$ cat src/sv/pva_pkg.sv
// Shared types, codes and constants for the voice allocator and envelope core.
// No dependencies; pva_env, pva_alloc and the core refer to it by scoped names.
`default_nettype none
package pva_pkg;

  localparam int CFG_W       = 24;
  localparam int CFG_IDX_W   = 2;
  localparam int OP_W        = 2;
  localparam int NOTE_W      = 7;
  localparam int VEL_W       = 7;
  localparam int STAGE_W     = 3;
  localparam int VOICE_OUT_W = 3;
  localparam int AGE_W       = 32;

  localparam int VOICES_DEF = 8;
  localparam int NOTES_DEF  = 128;
  localparam int LFB_DEF    = 23;

  localparam logic [OP_W-1:0] OP_TICK     = 2'd0;
  localparam logic [OP_W-1:0] OP_NOTE_ON  = 2'd1;
  localparam logic [OP_W-1:0] OP_NOTE_OFF = 2'd2;
  localparam logic [OP_W-1:0] OP_ALL_OFF  = 2'd3;

  localparam logic [STAGE_W-1:0] ST_IDLE    = 3'd0;
  localparam logic [STAGE_W-1:0] ST_ATTACK  = 3'd1;
  localparam logic [STAGE_W-1:0] ST_DECAY   = 3'd2;
  localparam logic [STAGE_W-1:0] ST_SUSTAIN = 3'd3;
  localparam logic [STAGE_W-1:0] ST_RELEASE = 3'd4;

  localparam logic [CFG_IDX_W-1:0] REG_ATTACK  = 2'd0;
  localparam logic [CFG_IDX_W-1:0] REG_DECAY   = 2'd1;
  localparam logic [CFG_IDX_W-1:0] REG_SUSTAIN = 2'd2;
  localparam logic [CFG_IDX_W-1:0] REG_RELEASE = 2'd3;

  localparam logic [CFG_W-1:0] ATTACK_RST  = 24'd15797;
  localparam logic [CFG_W-1:0] DECAY_RST   = 24'd1313;
  localparam logic [CFG_W-1:0] SUSTAIN_RST = 24'd5872026;
  localparam logic [CFG_W-1:0] RELEASE_RST = 24'd1357;

  localparam logic [VEL_W-1:0] VEL_FULL = 7'd127;

  // Control from the sequencer to the allocation tracker
  typedef struct packed {
    logic clear;
    logic sample;
  } scan_ctl_t;

endpackage
`default_nettype wire

$ cat src/sv/pva_ram.sv
// Generic single-port-write, single-port-read RAM with registered read data.
// No dependencies.
`default_nettype none
module pva_ram #(
  parameter int WIDTH = 8,
  parameter int DEPTH = 8
) (
  input  wire logic                                    clk,
  input  wire logic                                    we,
  input  wire logic [(DEPTH > 1 ? $clog2(DEPTH) : 1)-1:0] waddr,
  input  wire logic [WIDTH-1:0]                        wdata,
  input  wire logic [(DEPTH > 1 ? $clog2(DEPTH) : 1)-1:0] raddr,
  output logic      [WIDTH-1:0]                        rdata
);

  logic [WIDTH-1:0] mem [DEPTH];

  always_ff @(posedge clk) begin
    if (we) begin
      mem[waddr] <= wdata;
    end
    rdata <= mem[raddr];
  end

endmodule
`default_nettype wire

$ cat src/sv/pva_env.sv
// ADSR envelope step for one voice: next stage and clamped next level.
// Depends on pva_pkg for stage codes and register width.
`default_nettype none
module pva_env #(
  parameter int LFB = pva_pkg::LFB_DEF
) (
  input  wire logic [pva_pkg::STAGE_W-1:0] stage_cur,
  input  wire logic                        gate,
  input  wire logic [LFB:0]                level_cur,
  input  wire logic [pva_pkg::CFG_W-1:0]   attack_step,
  input  wire logic [pva_pkg::CFG_W-1:0]   decay_step,
  input  wire logic [pva_pkg::CFG_W-1:0]   sustain_level,
  input  wire logic [pva_pkg::CFG_W-1:0]   release_step,
  output logic      [pva_pkg::STAGE_W-1:0] stage_new,
  output logic      [LFB:0]                level_new,
  output logic                             silenced
);

  localparam int LW = LFB + 1;
  localparam int W  = (LW > pva_pkg::CFG_W ? LW : pva_pkg::CFG_W) + 1;

  logic [W-1:0] lvl;
  logic [W-1:0] full;
  logic [W-1:0] sus;
  logic [W-1:0] sus_raw;
  logic [W-1:0] atk;
  logic [W-1:0] dec;
  logic [W-1:0] rel;
  logic [W-1:0] res;

  assign lvl     = W'(level_cur);
  assign full    = W'(1) << LFB;
  assign sus_raw = W'(sustain_level);
  assign sus     = (sus_raw > full) ? full : sus_raw;
  assign atk     = W'(attack_step);
  assign dec     = W'(decay_step);
  assign rel     = W'(release_step);

  always_comb begin
    stage_new = stage_cur;
    res       = lvl;
    silenced  = 1'b0;
    case (stage_cur)
      pva_pkg::ST_ATTACK: begin
        if (lvl + atk >= full) begin
          res       = full;
          stage_new = gate ? pva_pkg::ST_DECAY : pva_pkg::ST_RELEASE;
        end else begin
          res = lvl + atk;
        end
      end
      pva_pkg::ST_DECAY: begin
        if (!gate) begin
          stage_new = pva_pkg::ST_RELEASE;
        end else if (lvl <= sus + dec) begin
          res       = sus;
          stage_new = pva_pkg::ST_SUSTAIN;
        end else begin
          res = lvl - dec;
        end
      end
      pva_pkg::ST_SUSTAIN: begin
        if (!gate) begin
          stage_new = pva_pkg::ST_RELEASE;
        end else begin
          res = sus;
        end
      end
      pva_pkg::ST_RELEASE: begin
        if (lvl <= rel) begin
          res       = '0;
          stage_new = pva_pkg::ST_IDLE;
          silenced  = 1'b1;
        end else begin
          res = lvl - rel;
        end
      end
      default: begin
        res = lvl;
      end
    endcase
  end

  assign level_new = LW'(res);

endmodule
`default_nettype wire

$ cat src/sv/pva_alloc.sv
// Note-on voice choice: tracks matching, idle, quietest releasing and oldest
// voice while the table is scanned in index order. Depends on pva_pkg.
`default_nettype none
module pva_alloc #(
  parameter int VOICES = pva_pkg::VOICES_DEF,
  parameter int LFB    = pva_pkg::LFB_DEF
) (
  input  wire logic                              clk,
  input  wire logic                              rst,
  input  wire pva_pkg::scan_ctl_t                ctl,
  input  wire logic [(VOICES > 1 ? $clog2(VOICES) : 1)-1:0] idx,
  input  wire logic [pva_pkg::STAGE_W-1:0]       stage,
  input  wire logic [pva_pkg::NOTE_W-1:0]        note_entry,
  input  wire logic [pva_pkg::NOTE_W-1:0]        note_req,
  input  wire logic [LFB:0]                      level,
  input  wire logic [pva_pkg::AGE_W-1:0]         age,
  output logic      [(VOICES > 1 ? $clog2(VOICES) : 1)-1:0] chosen
);

  localparam int VW = VOICES > 1 ? $clog2(VOICES) : 1;

  logic          match_found;
  logic          idle_found;
  logic          rel_found;
  logic [VW-1:0] match_idx;
  logic [VW-1:0] idle_idx;
  logic [VW-1:0] rel_idx;
  logic [VW-1:0] old_idx;
  logic [LFB:0]  rel_level;
  logic [pva_pkg::AGE_W-1:0] old_age;

  logic hit_match;
  logic hit_idle;
  logic hit_rel;
  logic hit_old;

  assign hit_match = !match_found && stage != pva_pkg::ST_IDLE && note_entry == note_req;
  assign hit_idle  = !idle_found && stage == pva_pkg::ST_IDLE;
  assign hit_rel   = stage == pva_pkg::ST_RELEASE && (!rel_found || level < rel_level);
  assign hit_old   = idx == '0 || age < old_age;

  always_ff @(posedge clk) begin
    if (rst || ctl.clear) begin
      match_found <= 1'b0;
      idle_found  <= 1'b0;
      rel_found   <= 1'b0;
    end else if (ctl.sample) begin
      if (hit_match) match_found <= 1'b1;
      if (hit_idle)  idle_found  <= 1'b1;
      if (hit_rel)   rel_found   <= 1'b1;
    end
  end

  always_ff @(posedge clk) begin
    if (ctl.sample) begin
      if (hit_match) match_idx <= idx;
      if (hit_idle)  idle_idx  <= idx;
      if (hit_rel) begin
        rel_idx   <= idx;
        rel_level <= level;
      end
      if (hit_old) begin
        old_idx <= idx;
        old_age <= age;
      end
    end
  end

  assign chosen = match_found ? match_idx :
                  idle_found  ? idle_idx  :
                  rel_found   ? rel_idx   : old_idx;

endmodule
`default_nettype wire

$ cat src/sv/polyphonic_voice_allocator_adsr_core.sv
// Polyphonic voice allocator with a per-voice ADSR envelope.
// Depends on pva_pkg, pva_ram, pva_env and pva_alloc.
//
// Usage:
//   Commands enter on start/operation/note/velocity and are taken on a clock
//   edge with start high and busy low. Each voice record lives in one RAM
//   entry; the sequencer walks the voices one per cycle through the read port
//   and, except on a note on, writes each entry back in the following cycle.
//   Sample tick: busy through the scan. Results leave on the result ports one
//   per cycle, in voice order, each marked by strobe for one cycle; last flags
//   the final voice. The receiver cannot stall: results are not held.
//   Note off / all notes off: busy through the scan, no results.
//   Note on: busy through the scan, a re-read of the chosen voice and its write
//   back, no results. A note on or off with an out-of-range note is taken and
//   dropped without the block going busy. The RAM port allows one read and one
//   write per cycle.
//   Reset: synchronous. Per-voice valid bits make unwritten entries read as
//   an idle, silent voice, so no clearing pass is needed; the block is ready
//   in the cycle after reset. Configuration writes take effect at the next
//   edge and must be made while the block is idle.
`default_nettype none
module polyphonic_voice_allocator_adsr_core #(
  parameter int VOICES              = pva_pkg::VOICES_DEF,
  parameter int NOTES               = pva_pkg::NOTES_DEF,
  parameter int LEVEL_FRACTION_BITS = pva_pkg::LFB_DEF
) (
  input  wire logic                               clk,
  input  wire logic                               rst,
  input  wire logic                               start,
  output logic                                    busy,
  input  wire logic [pva_pkg::OP_W-1:0]           operation,
  input  wire logic [pva_pkg::NOTE_W-1:0]         note,
  input  wire logic [pva_pkg::VEL_W-1:0]          velocity,
  input  wire logic                               cfg_write_en,
  input  wire logic [pva_pkg::CFG_IDX_W-1:0]      cfg_index,
  input  wire logic [pva_pkg::CFG_W-1:0]          cfg_data,
  output logic                                    strobe,
  output logic      [pva_pkg::VOICE_OUT_W-1:0]    voice,
  output logic                                    active,
  output logic      [pva_pkg::NOTE_W-1:0]         note_out,
  output logic      [pva_pkg::VEL_W-1:0]          velocity_out,
  output logic      [LEVEL_FRACTION_BITS:0]       level,
  output logic      [pva_pkg::STAGE_W-1:0]        stage,
  output logic                                    last
);

  localparam int VW = VOICES > 1 ? $clog2(VOICES) : 1;
  localparam int LW = LEVEL_FRACTION_BITS + 1;
  localparam int RW = pva_pkg::AGE_W + LW + 1 + pva_pkg::VEL_W + pva_pkg::NOTE_W
                      + pva_pkg::STAGE_W;
  localparam logic [VW-1:0] LAST_V = VW'(VOICES - 1);
  localparam logic [pva_pkg::NOTE_W:0] NOTE_LIM = (pva_pkg::NOTE_W + 1)'(NOTES);

  localparam logic [2:0] S_IDLE  = 3'd0;
  localparam logic [2:0] S_SCAN  = 3'd1;
  localparam logic [2:0] S_DRAIN = 3'd2;
  localparam logic [2:0] S_ONRD  = 3'd3;
  localparam logic [2:0] S_ONWR  = 3'd4;

  // Configuration registers
  logic [pva_pkg::CFG_W-1:0] attack_step;
  logic [pva_pkg::CFG_W-1:0] decay_step;
  logic [pva_pkg::CFG_W-1:0] sustain_level;
  logic [pva_pkg::CFG_W-1:0] release_step;

  always_ff @(posedge clk) begin
    if (rst) begin
      attack_step   <= pva_pkg::ATTACK_RST;
      decay_step    <= pva_pkg::DECAY_RST;
      sustain_level <= pva_pkg::SUSTAIN_RST;
      release_step  <= pva_pkg::RELEASE_RST;
    end else if (cfg_write_en) begin
      case (cfg_index)
        pva_pkg::REG_ATTACK:  attack_step   <= cfg_data;
        pva_pkg::REG_DECAY:   decay_step    <= cfg_data;
        pva_pkg::REG_SUSTAIN: sustain_level <= cfg_data;
        pva_pkg::REG_RELEASE: release_step  <= cfg_data;
        default: ;
      endcase
    end
  end

  // Sequencer state
  logic [2:0]                       state;
  logic [2:0]                       state_next;
  logic [VW-1:0]                    cnt;
  logic                             p1_valid;
  logic [VW-1:0]                    p1_addr;
  logic [pva_pkg::OP_W-1:0]         op_q;
  logic [pva_pkg::NOTE_W-1:0]       note_q;
  logic [pva_pkg::VEL_W-1:0]        vel_q;
  logic [pva_pkg::AGE_W-1:0]        start_counter;
  logic [VOICES-1:0]                vld;

  logic accept;
  logic note_bad;
  assign busy     = state != S_IDLE;
  assign accept   = start && !busy;
  assign note_bad = {1'b0, note} >= NOTE_LIM;

  always_comb begin
    state_next = state;
    case (state)
      S_IDLE: begin
        if (accept && !((operation == pva_pkg::OP_NOTE_ON ||
                         operation == pva_pkg::OP_NOTE_OFF) && note_bad)) begin
          state_next = S_SCAN;
        end
      end
      S_SCAN:  state_next = (cnt == LAST_V) ? S_DRAIN : S_SCAN;
      S_DRAIN: state_next = (op_q == pva_pkg::OP_NOTE_ON) ? S_ONRD : S_IDLE;
      S_ONRD:  state_next = S_ONWR;
      S_ONWR:  state_next = S_IDLE;
      default: state_next = S_IDLE;
    endcase
  end

  always_ff @(posedge clk) begin
    if (rst) begin
      state    <= S_IDLE;
      p1_valid <= 1'b0;
    end else begin
      state    <= state_next;
      p1_valid <= state == S_SCAN;
    end
  end

  always_ff @(posedge clk) begin
    if (accept) begin
      op_q   <= operation;
      note_q <= note;
      vel_q  <= velocity;
    end
    if (state == S_IDLE) begin
      cnt <= '0;
    end else if (state == S_SCAN) begin
      cnt <= cnt + VW'(1);
    end
    p1_addr <= cnt;
  end

  // Voice memory
  logic             we;
  logic [VW-1:0]    waddr;
  logic [VW-1:0]    raddr;
  logic [RW-1:0]    wdata;
  logic [RW-1:0]    rdata;
  logic [VW-1:0]    chosen;

  assign raddr = (state == S_SCAN) ? cnt : chosen;
  assign waddr = (state == S_ONWR) ? chosen : p1_addr;

  pva_ram #(
    .WIDTH (RW),
    .DEPTH (VOICES)
  ) u_ram (
    .clk   (clk),
    .we    (we),
    .waddr (waddr),
    .wdata (wdata),
    .raddr (raddr),
    .rdata (rdata)
  );

  // Unpack the entry just read; an entry never written reads as an idle voice
  logic [RW-1:0]                 rec;
  logic [pva_pkg::AGE_W-1:0]     cur_age;
  logic [LW-1:0]                 cur_level;
  logic                          cur_gate;
  logic [pva_pkg::VEL_W-1:0]     cur_vel;
  logic [pva_pkg::NOTE_W-1:0]    cur_note;
  logic [pva_pkg::STAGE_W-1:0]   cur_stage;
  logic [VW-1:0]                 rec_addr;

  assign rec_addr = (state == S_ONWR) ? chosen : p1_addr;
  assign rec      = vld[rec_addr] ? rdata : '0;
  assign {cur_age, cur_level, cur_gate, cur_vel, cur_note, cur_stage} = rec;

  logic [pva_pkg::STAGE_W-1:0] env_stage;
  logic [LW-1:0]               env_level;
  logic                        env_silenced;

  pva_env #(
    .LFB (LEVEL_FRACTION_BITS)
  ) u_env (
    .stage_cur     (cur_stage),
    .gate          (cur_gate),
    .level_cur     (cur_level),
    .attack_step   (attack_step),
    .decay_step    (decay_step),
    .sustain_level (sustain_level),
    .release_step  (release_step),
    .stage_new     (env_stage),
    .level_new     (env_level),
    .silenced      (env_silenced)
  );

  pva_pkg::scan_ctl_t scan_ctl;
  assign scan_ctl.clear  = accept;
  assign scan_ctl.sample = p1_valid && op_q == pva_pkg::OP_NOTE_ON;

  pva_alloc #(
    .VOICES (VOICES),
    .LFB    (LEVEL_FRACTION_BITS)
  ) u_alloc (
    .clk        (clk),
    .rst        (rst),
    .ctl        (scan_ctl),
    .idx        (p1_addr),
    .stage      (cur_stage),
    .note_entry (cur_note),
    .note_req   (note_q),
    .level      (cur_level),
    .age        (cur_age),
    .chosen     (chosen)
  );

  // Write-back
  logic                        is_tick;
  logic                        release_key;
  logic [pva_pkg::NOTE_W-1:0]  tick_note;
  logic                        tick_gate;
  logic [pva_pkg::AGE_W-1:0]   counter_inc;
  logic [pva_pkg::VEL_W-1:0]   vel_eff;

  assign is_tick     = op_q == pva_pkg::OP_TICK;
  assign release_key = cur_stage != pva_pkg::ST_IDLE &&
                       (op_q == pva_pkg::OP_ALL_OFF || cur_note == note_q);
  assign tick_note   = env_silenced ? '0 : cur_note;
  assign tick_gate   = env_silenced ? 1'b0 : cur_gate;
  assign counter_inc = start_counter + pva_pkg::AGE_W'(1);
  assign vel_eff     = (vel_q == '0) ? pva_pkg::VEL_FULL : vel_q;

  always_comb begin
    we    = 1'b0;
    wdata = rec;
    if (state == S_ONWR) begin
      we    = 1'b1;
      wdata = {counter_inc, cur_level, 1'b1, vel_eff, note_q, pva_pkg::ST_ATTACK};
    end else if (p1_valid && is_tick) begin
      we    = 1'b1;
      wdata = {cur_age, env_level, tick_gate, cur_vel, tick_note, env_stage};
    end else if (p1_valid && op_q != pva_pkg::OP_NOTE_ON) begin
      we    = 1'b1;
      wdata = {cur_age, cur_level, cur_gate && !release_key, cur_vel, cur_note, cur_stage};
    end
  end

  always_ff @(posedge clk) begin
    if (rst) begin
      vld           <= '0;
      start_counter <= '0;
    end else begin
      if (we) vld[waddr] <= 1'b1;
      if (state == S_ONWR) start_counter <= counter_inc;
    end
  end

  // Result register: one transfer per voice on a tick
  always_ff @(posedge clk) begin
    if (rst) begin
      strobe <= 1'b0;
    end else begin
      strobe <= p1_valid && is_tick;
    end
  end

  always_ff @(posedge clk) begin
    if (p1_valid && is_tick) begin
      voice        <= pva_pkg::VOICE_OUT_W'(p1_addr);
      active       <= env_stage != pva_pkg::ST_IDLE;
      note_out     <= tick_note;
      velocity_out <= cur_vel;
      level        <= env_level;
      stage        <= env_stage;
      last         <= p1_addr == LAST_V;
    end
  end

  // Checks
  a_no_rw_overlap: assert property (@(posedge clk) disable iff (rst)
    !(we && (state == S_SCAN || state == S_ONRD) && raddr == waddr))
    else $error("read and write-back hit the same voice entry");

  a_last_gap: assert property (@(posedge clk) disable iff (rst)
    strobe && last |=> !strobe)
    else $error("result transfer directly after final voice");

  a_level_range: assert property (@(posedge clk) disable iff (rst)
    strobe |-> level <= (LW'(1) << LEVEL_FRACTION_BITS))
    else $error("envelope level above full scale");

  a_active_stage: assert property (@(posedge clk) disable iff (rst)
    strobe |-> (active == (stage != pva_pkg::ST_IDLE)) && (active || note_out == '0))
    else $error("active flag or note inconsistent with stage");

  a_tick_busy: assert property (@(posedge clk) disable iff (rst)
    accept && operation == pva_pkg::OP_TICK |=> busy && !strobe)
    else $error("tick did not start a scan");

endmodule
`default_nettype wire

$ cat config.mk
export PLATFORM = sky130hd
export DESIGN_NAME = polyphonic_voice_allocator_adsr_core
export DESIGN_NICKNAME = d
export VERILOG_FILES = /design/src/sv/pva_pkg.sv /design/src/sv/pva_ram.sv /design/src/sv/pva_env.sv /design/src/sv/pva_alloc.sv /design/src/sv/polyphonic_voice_allocator_adsr_core.sv
export SDC_FILE = /design/constraint.sdc
export NUM_CORES = 2
export LEC_CHECK = 0
export BUFFER_PORTS_ARGS = -buffer_cell sky130_fd_sc_hd__buf_2
export CORE_ASPECT_RATIO = 2
export CORE_MARGIN = 5
export CORE_UTILIZATION = 63
export DETAILED_ROUTE_END_ITERATION = 10
export PLACE_DENSITY = 0.8
export SLEW_MARGIN = 5
export SYNTH_ARGS = -nofsm -noshare
export SYNTH_HDL_FRONTEND = slang
export SYNTH_SLANG_ARGS = --single-unit
$ cat constraint.sdc
create_clock -name clk -period 11.62 [get_ports clk]
set_clock_uncertainty 0.2 [all_clocks]
set_input_delay 0 -clock clk [delete_from_list [all_inputs] [get_ports clk]]
set_output_delay 0 -clock clk [all_outputs]
set_load 0.05 [all_outputs]
## Yosys cells after proc, flatten, opt, wreduce, memory -nomap -nowiden

Memory sizes are Yosys's and may differ from the RTL's. A register that Yosys moved wholly into a read port is not among the register bits.
Index checks and enable logic that the tools add are counted.

| word-level totals | value |
|---|---|
| memories | 1 |
| input bits | 46 |
| output and inout bits | 48 |
| flip-flop bits (word level) | 280 |
| RAM bits | 592 |

Memory list:

| memory | words | width | rd ports | clocked after memory_dff | wr ports | line | RTL |
|---|---|---|---|---|---|---|---|
| u_ram.mem | 8 | 74 | 1 | 1 | 1 | pva_ram.sv:16 | `logic [WIDTH-1:0] mem [DEPTH];` |

| operators by class | value |
|---|---|
| equal/unequal tests | 18 |
| reductions and logical operators | 37 |
| magnitude comparators | 8 |
| muxes and demuxes | 41 |
| bitwise gates (word level) | 1 |
| add/sub/neg operators | 6 |

Operators with widths:

| kind | count |
|---|---|
| $mux 74 | 2 |
| $mux 24 | 6 |
| $pmux 24 s4 | 1 |
| $sub 24x24->24 | 2 |
| $mux 42 | 1 |
| $mux 3 | 12 |
| $add 32x1->32 const B | 1 |
| $lt 32x32->1 | 1 |
| $add 24x24->25 | 1 |
| $add 25x24->25 | 1 |
| $ge 25x24->1 const B | 1 |
| $le 24x25->1 | 1 |
| $gt 24x24->1 const B | 1 |
| $le 24x24->1 | 1 |
| $lt 24x24->1 | 1 |
| $pmux 3 s4 | 2 |
| $mux 18 | 1 |
| $reduce_and 2->1 | 8 |
| $mux 7 | 2 |
| $eq 3x2->1 const B | 4 |
| $eq 3x3->1 const B | 4 |
| $logic_and 1x1->1 | 11 |
| $mux 1 | 10 |
| $logic_not 3->1 | 3 |
| other kinds (18) | 33 |

## Longest topological paths before layout

| logic depth | value |
|---|---|
| depth after elaboration | 15 |
| gate-level depth with buffers | 29 |
| depth with buffers taken out | 26 |

## Hierarchy

Synthesis repeated with hierarchy kept, for this count alone.

| second synthesis, totals | value |
|---|---|
| cell total of the unflattened synthesis | 3,288 |
| area total of the unflattened synthesis | 43,643.1 um2 |

Modules (own cells, without submodules):

| module | area each (um2) | times used | cells each | sequential area each (um2) |
|---|---|---|---|---|
| pva_ram | 23,747.8 | 1 | 942 | 19,258.5 |
| polyphonic_voice_allocator_adsr_core | 9,390.3 | 1 | 1,055 | 4,804.6 |
| pva_env | 6,817.8 | 1 | 991 | 0.0 |
| pva_alloc | 3,687.3 | 1 | 300 | 2,102.0 |

## Worst setup path after synthesis

No wires, ideal clock.

| timing | value |
|---|---|
| kind | register to register |
| start | reg state[0] |
| end | reg u_alloc.rel_idx[0] (enable) |
| cell stages (with the launch flop) | 22 |
| slack | 2.986 ns |
| required time | 10.862 ns |
| arrival | 7.877 ns |
| path through | dfxtp_1 buf_6 or3b_1 buf_6 o21a_2 mux2i_4 a22o_4 nor2_4 buf_6 clkbuf_1 nand2_1 inv_1 ha_1 a21o_1 a21o_1 a21oi_1 nor2b_1 o21ai_0 nand2b_1 a21oi_1 o21ai_0 a2111oi_0 |

| between the ends | value |
|---|---|
| cells in the longest elaborated chain, start to end | 9 |

Ends and longest elaborated chain:

| item | line | RTL |
|---|---|---|
| from (decl) | polyphonic_voice_allocator_adsr_core.sv:84 | `logic [2:0] state;` |
| from (signal assigned) | polyphonic_voice_allocator_adsr_core.sv:123 | `state <= state_next;` |
| $eq 3x3->1 | polyphonic_voice_allocator_adsr_core.sv:175 | `assign rec_addr = (state == S_ONWR) ? chosen : p1_addr;` |
| $mux 3 | polyphonic_voice_allocator_adsr_core.sv:175 |  |
| $bmux 1 s3 | polyphonic_voice_allocator_adsr_core.sv:176 | `assign rec = vld[rec_addr] ? rdata : '0;` |
| $mux 1 (not written as such) | polyphonic_voice_allocator_adsr_core.sv:176 |  |
| $mux 74 | polyphonic_voice_allocator_adsr_core.sv:176 |  |
| via rec[28] | polyphonic_voice_allocator_adsr_core.sv:166 | `logic [RW-1:0] rec;` |
| $lt 24x24->1 | pva_alloc.sv:39 | `assign hit_rel = stage == pva_pkg::ST_RELEASE && (!rel_found \|\| level < rel_level);` |
| $logic_or 1x1->1 | pva_alloc.sv:39 |  |
| $logic_and 1x1->1 | pva_alloc.sv:39 |  |
| $reduce_and 2->1 (no source line) | n/a |  |
| to (signal assigned) | pva_alloc.sv:59 | `rel_idx <= idx;` |
| to (decl) | pva_alloc.sv:27 | `logic [VW-1:0] rel_idx;` |

The timed path passes the listed nets, and every way through them passes these cells. The select of a mux whose other input is x is not followed.
A chain may end at the register's enable or synchronous reset.

## Final worst setup path

| timing | value |
|---|---|
| start | reg sustain_level[0] (netlist name) |
| end | mem u_ram.mem[0][25] (netlist name), data pin |

| between the ends | value |
|---|---|
| cells in the longest elaborated chain, start to end | 9 |

Ends and longest elaborated chain:

| item | line | RTL |
|---|---|---|
| from (decl) | polyphonic_voice_allocator_adsr_core.sv:63 | `logic [pva_pkg::CFG_W-1:0] sustain_level;` |
| from (signal assigned) | polyphonic_voice_allocator_adsr_core.sv:70 | `sustain_level <= pva_pkg::SUSTAIN_RST;` |
| from (signal assigned) | polyphonic_voice_allocator_adsr_core.sv:76 | `pva_pkg::REG_SUSTAIN: sustain_level <= cfg_data;` |
| $gt 24x24->1 | pva_env.sv:34 | `assign sus = (sus_raw > full) ? full : sus_raw;` |
| $mux 24 * | pva_env.sv:34 |  |
| $add 25x24->25 | pva_env.sv:55 | `end else if (lvl <= sus + dec) begin` |
| $le 24x25->1 | pva_env.sv:55 |  |
| $mux 24 | pva_env.sv:55 |  |
| $mux 24 | pva_env.sv:53 | `if (!gate) begin` |
| $pmux 24 s4 * | pva_env.sv:43 | `case (stage_cur)` |
| $mux 42 * | polyphonic_voice_allocator_adsr_core.sv:240 | `end else if (p1_valid && is_tick) begin` |
| $mux 74 * | polyphonic_voice_allocator_adsr_core.sv:237 | `if (state == S_ONWR) begin` |
| via u_ram.wdata[25] | pva_ram.sv:11 | `input wire logic [WIDTH-1:0] wdata,` |
| to (decl) | pva_ram.sv:16 |  |

Mark *: on every way through the listed nets, which the timed path passes. The rest lies on a longest branch.

==> run summary <==
Required time of the worst setup path = 11730 ps
Worst reg2reg setup slack = 3810 ps
CP Class = reg2reg
WP buf/inv = 2
Max cap viols = 0
DRT iter0 DRCs = 4135
DRC viols = 0
Root Driver = clkbuf_16
Relative slew margins = 12.2%
Clk slew on worst S/H paths = 70 ps
Largest net degree at the start of global routing = 97
Register area share after synthesis = 58.7%
Area Overhead vs Synth = 11.1%
Max Slew Vio Count = 0
CP arrival = 7920 ps
TritonCTS Buffers = 78
Number of synthesized flops with an enable pin = 722
IO Count = 94
Rows = 138
Die area = 76500 sq um
Layout Cells excl Fill = 5346
Largest area contributor in the netlist = edfxtp_1
Worst hold slack = 108 ps
Detail Placement HPWL = 76.1 mm
Total GRT Usage = 31.8%
Worst Max-Slew Pin Slew = 1300 ps
Critical path launch point type = register
Fin. Hold Viols = 0
FMAX = 128 MHz
Placed cell area = 45800 sq um
Syn Nets = 4499
Synth area leaders = edfxtp_1 49%, dfxtp_1 10%, nand2_1 8.5%
Chip width = 198 um
Post-Syn Area per Cell = 10.4 sq um
# resized after CTS = 0
Synthesized cell area = 44600 sq um
Slowest stage delay, CP = 740 ps
Wirelength, routed = 123 mm
Pre-Repair DR Iteration Count = 7
Clk sinks = 946
Worst vdd ir = 0.195 mV
Crit Path Max Fanout = 16
Total gr overflow = 0
Vias in the first global route = 32800
Prevailing post-synth register cell = edfxtp_1
Static leakage = 19.1 nW
Synth warn = 0
Routed wire per std cell = 23.1 um
Synth Instances = 4273
Port buffer count = 93
Post-Place Cells = 5107
Initial antenna violation count = 2
RSZ-0062 raised after global routing = false
Antenna Nets Post-Route = 0
Core Box Area = 70400 sq um
CP delay by family, top = compound AO/OA/AOI/OAI gates
Cell variety after synth = 95
Largest buffer count on any clock path = 3
Vias per inst = 6.36
CTS H-tree lvls = 3
Post-synth ARST share = 0%
Initial core utilization = 63.3%
CTS tree = yes
Worst-Skew Late Latency = 690 ps
# setup viols final = 0
Status = finished clean
Setup TNS = 0 ps
Nets = 4595
Pwr Density = 162 nW/um^2
Final period utilization = 67.3%
Fin area = 49500 sq um
CP endpoint kind = register
Fin crit period = 7810 ps
Hold Path Class = in2reg
Crit path max-delay cell type = nor2_2
Die H = 386 um
Synth top area share = 48.6%
Vias = 34000
Wire length of the first global-routing pass = 188 mm
FF+latch count, synth = 946
Share of post-route cells with drive strength above 1 = 8.09%
RePlAce Congestion = 0.981
[routing by layer]
layer | vias to the layer above | global-route usage [%] | wire [um]
met5 | - | 0 | 7
met4 | 2 | 12.5 | 5100
met3 | 337 | 4.97 | 11700
met2 | 1964 | 52.3 | 59200
met1 | 16200 | 42.7 | 47300
li1 | 15500 | - | -
[worst paths after layout]
kind	from	to	depth (start not counted)
worst max-delay path	sustain_level[0]$_SDFFE_PP0P_	u_ram.mem[0][25]$_DFFE_PP_	25
worst min-delay path	start	state[0]$_SDFFE_PP0P_	4
worst max register to register	sustain_level[0]$_SDFFE_PP0P_	u_ram.mem[0][25]$_DFFE_PP_	25
worst min register to register	cnt[0]$_SDFFE_PN0P_	p1_addr[0]$_DFF_P_	0
[cell usage after synthesis (10+ instances only)]
cell,count
mux2i_1,13
edfxtp_1,722
dfxtp_1,224
o221ai_1,17
a211oi_1,21
nand2_1,1008
a21boi_0,13
a21oi_1,198
mux2_2,30
and2_1,25
and3_1,59
a2bb2oi_1,13
a22oi_1,11
nor2_1,178
nor4_1,14
nor3_1,32
nor2b_1,20
or3_1,22
nand4_1,35
a31oi_1,10
buf_1,22
o21bai_1,13
nand3_1,414
o22a_1,10
ha_1,176
inv_1,152
o21a_1,23
xnor2_1,67
o21ai_0,197
clkbuf_1,180
nand3b_1,31
o211ai_1,16
xor2_1,64
nand2b_1,20
a21o_1,50
a211o_1,11
[sequential cells by signal (all words and copies together) (netlist names), 8 cells and up]
signal and count:
u_ram.rdata 74, start_counter 32, level 24, u_alloc.old_age 32, vld 8, sustain_level 24, u_alloc.rel_level 24, decay_step 24
attack_step 24, release_step 24, u_ram.mem 592
[through the flow]
stage                     setup slack, ps  power [W]  util (%)
after floorplan                      2990    0.00476         -
after global placement               4220    0.00511      65.0
after detailed placement             4050    0.00514      65.0
after CTS                            3960    0.00799      70.3
after global routing                 3260    0.00828      70.3
final                                3810    0.00801      70.3
[final cells by class]
type,instances,area (sq um)
Sequential cell,946,26200
Fill cell,4889,20900
Multi-Input combinational cell,2958,17100
Clock buffer,93,2040
Timing Repair Buffer,233,1750
Tap cell,910,1140
Clock inverter,53,763
Inverter,152,571
Antenna cell,1,2.50
[repair_timing]
| action | 4_1_cts | 5_1_grt |
|---|---|---|
| buffers inserted | 0 | 0 |
| hold buffers | 92 | 0 |
| endpoints found under the hold margin | 133 | 0 |
[power breakdown]
group          switching (W)  total, W  internal (W)
Sequential         0.0000625   0.00384       0.00378
Clock                0.00128   0.00286       0.00158
Combinational       0.000866   0.00130      0.000432
[tightest hold or removal path, cell delays in order]
cell           delay (ps)
dlygate4sd3_1         520
buf_2                 170
o21ai_0               140
nor2_1                110
[logic make-up after synthesis]
| family | after synthesis | synth area share [%] |
|---|---|---|
| buffers and inverters | 369 | 3.23 |
| xor gates and xnor gates | 131 | 2.57 |
| DFF | 946 | 58.7 |
| AOI/OAI and AO/OA | 710 | 10.3 |
| and+or+nand+nor | 1893 | 19.0 |
| muxes | 44 | 1.10 |
| adders and majority gates | 180 | 5.12 |
[layout by cell type (no fill, tap or decap), types with 14 or more instances in the layout]
master	instances
nor2_1	170
clkbuf_16	79
a21oi_1	196
nand3_1	414
nand2b_1	20
or3_1	22
buf_2	92
o21ai_0	196
xnor2_1	67
and2_1	25
nand3b_1	31
nor4_1	14
ha_1	176
xor2_1	64
dlygate4sd3_1	92
o211ai_1	16
nand2_1	1008
nor2b_1	20
mux2_2	30
a21o_1	48
dfxtp_1	223
a211oi_1	21
and3_1	59
edfxtp_1	722
inv_1	151
nor3_1	32
buf_4	49
nand4_1	35
o21a_1	23
o221ai_1	17
Note: power is estimated with default switching activity, not from simulation.
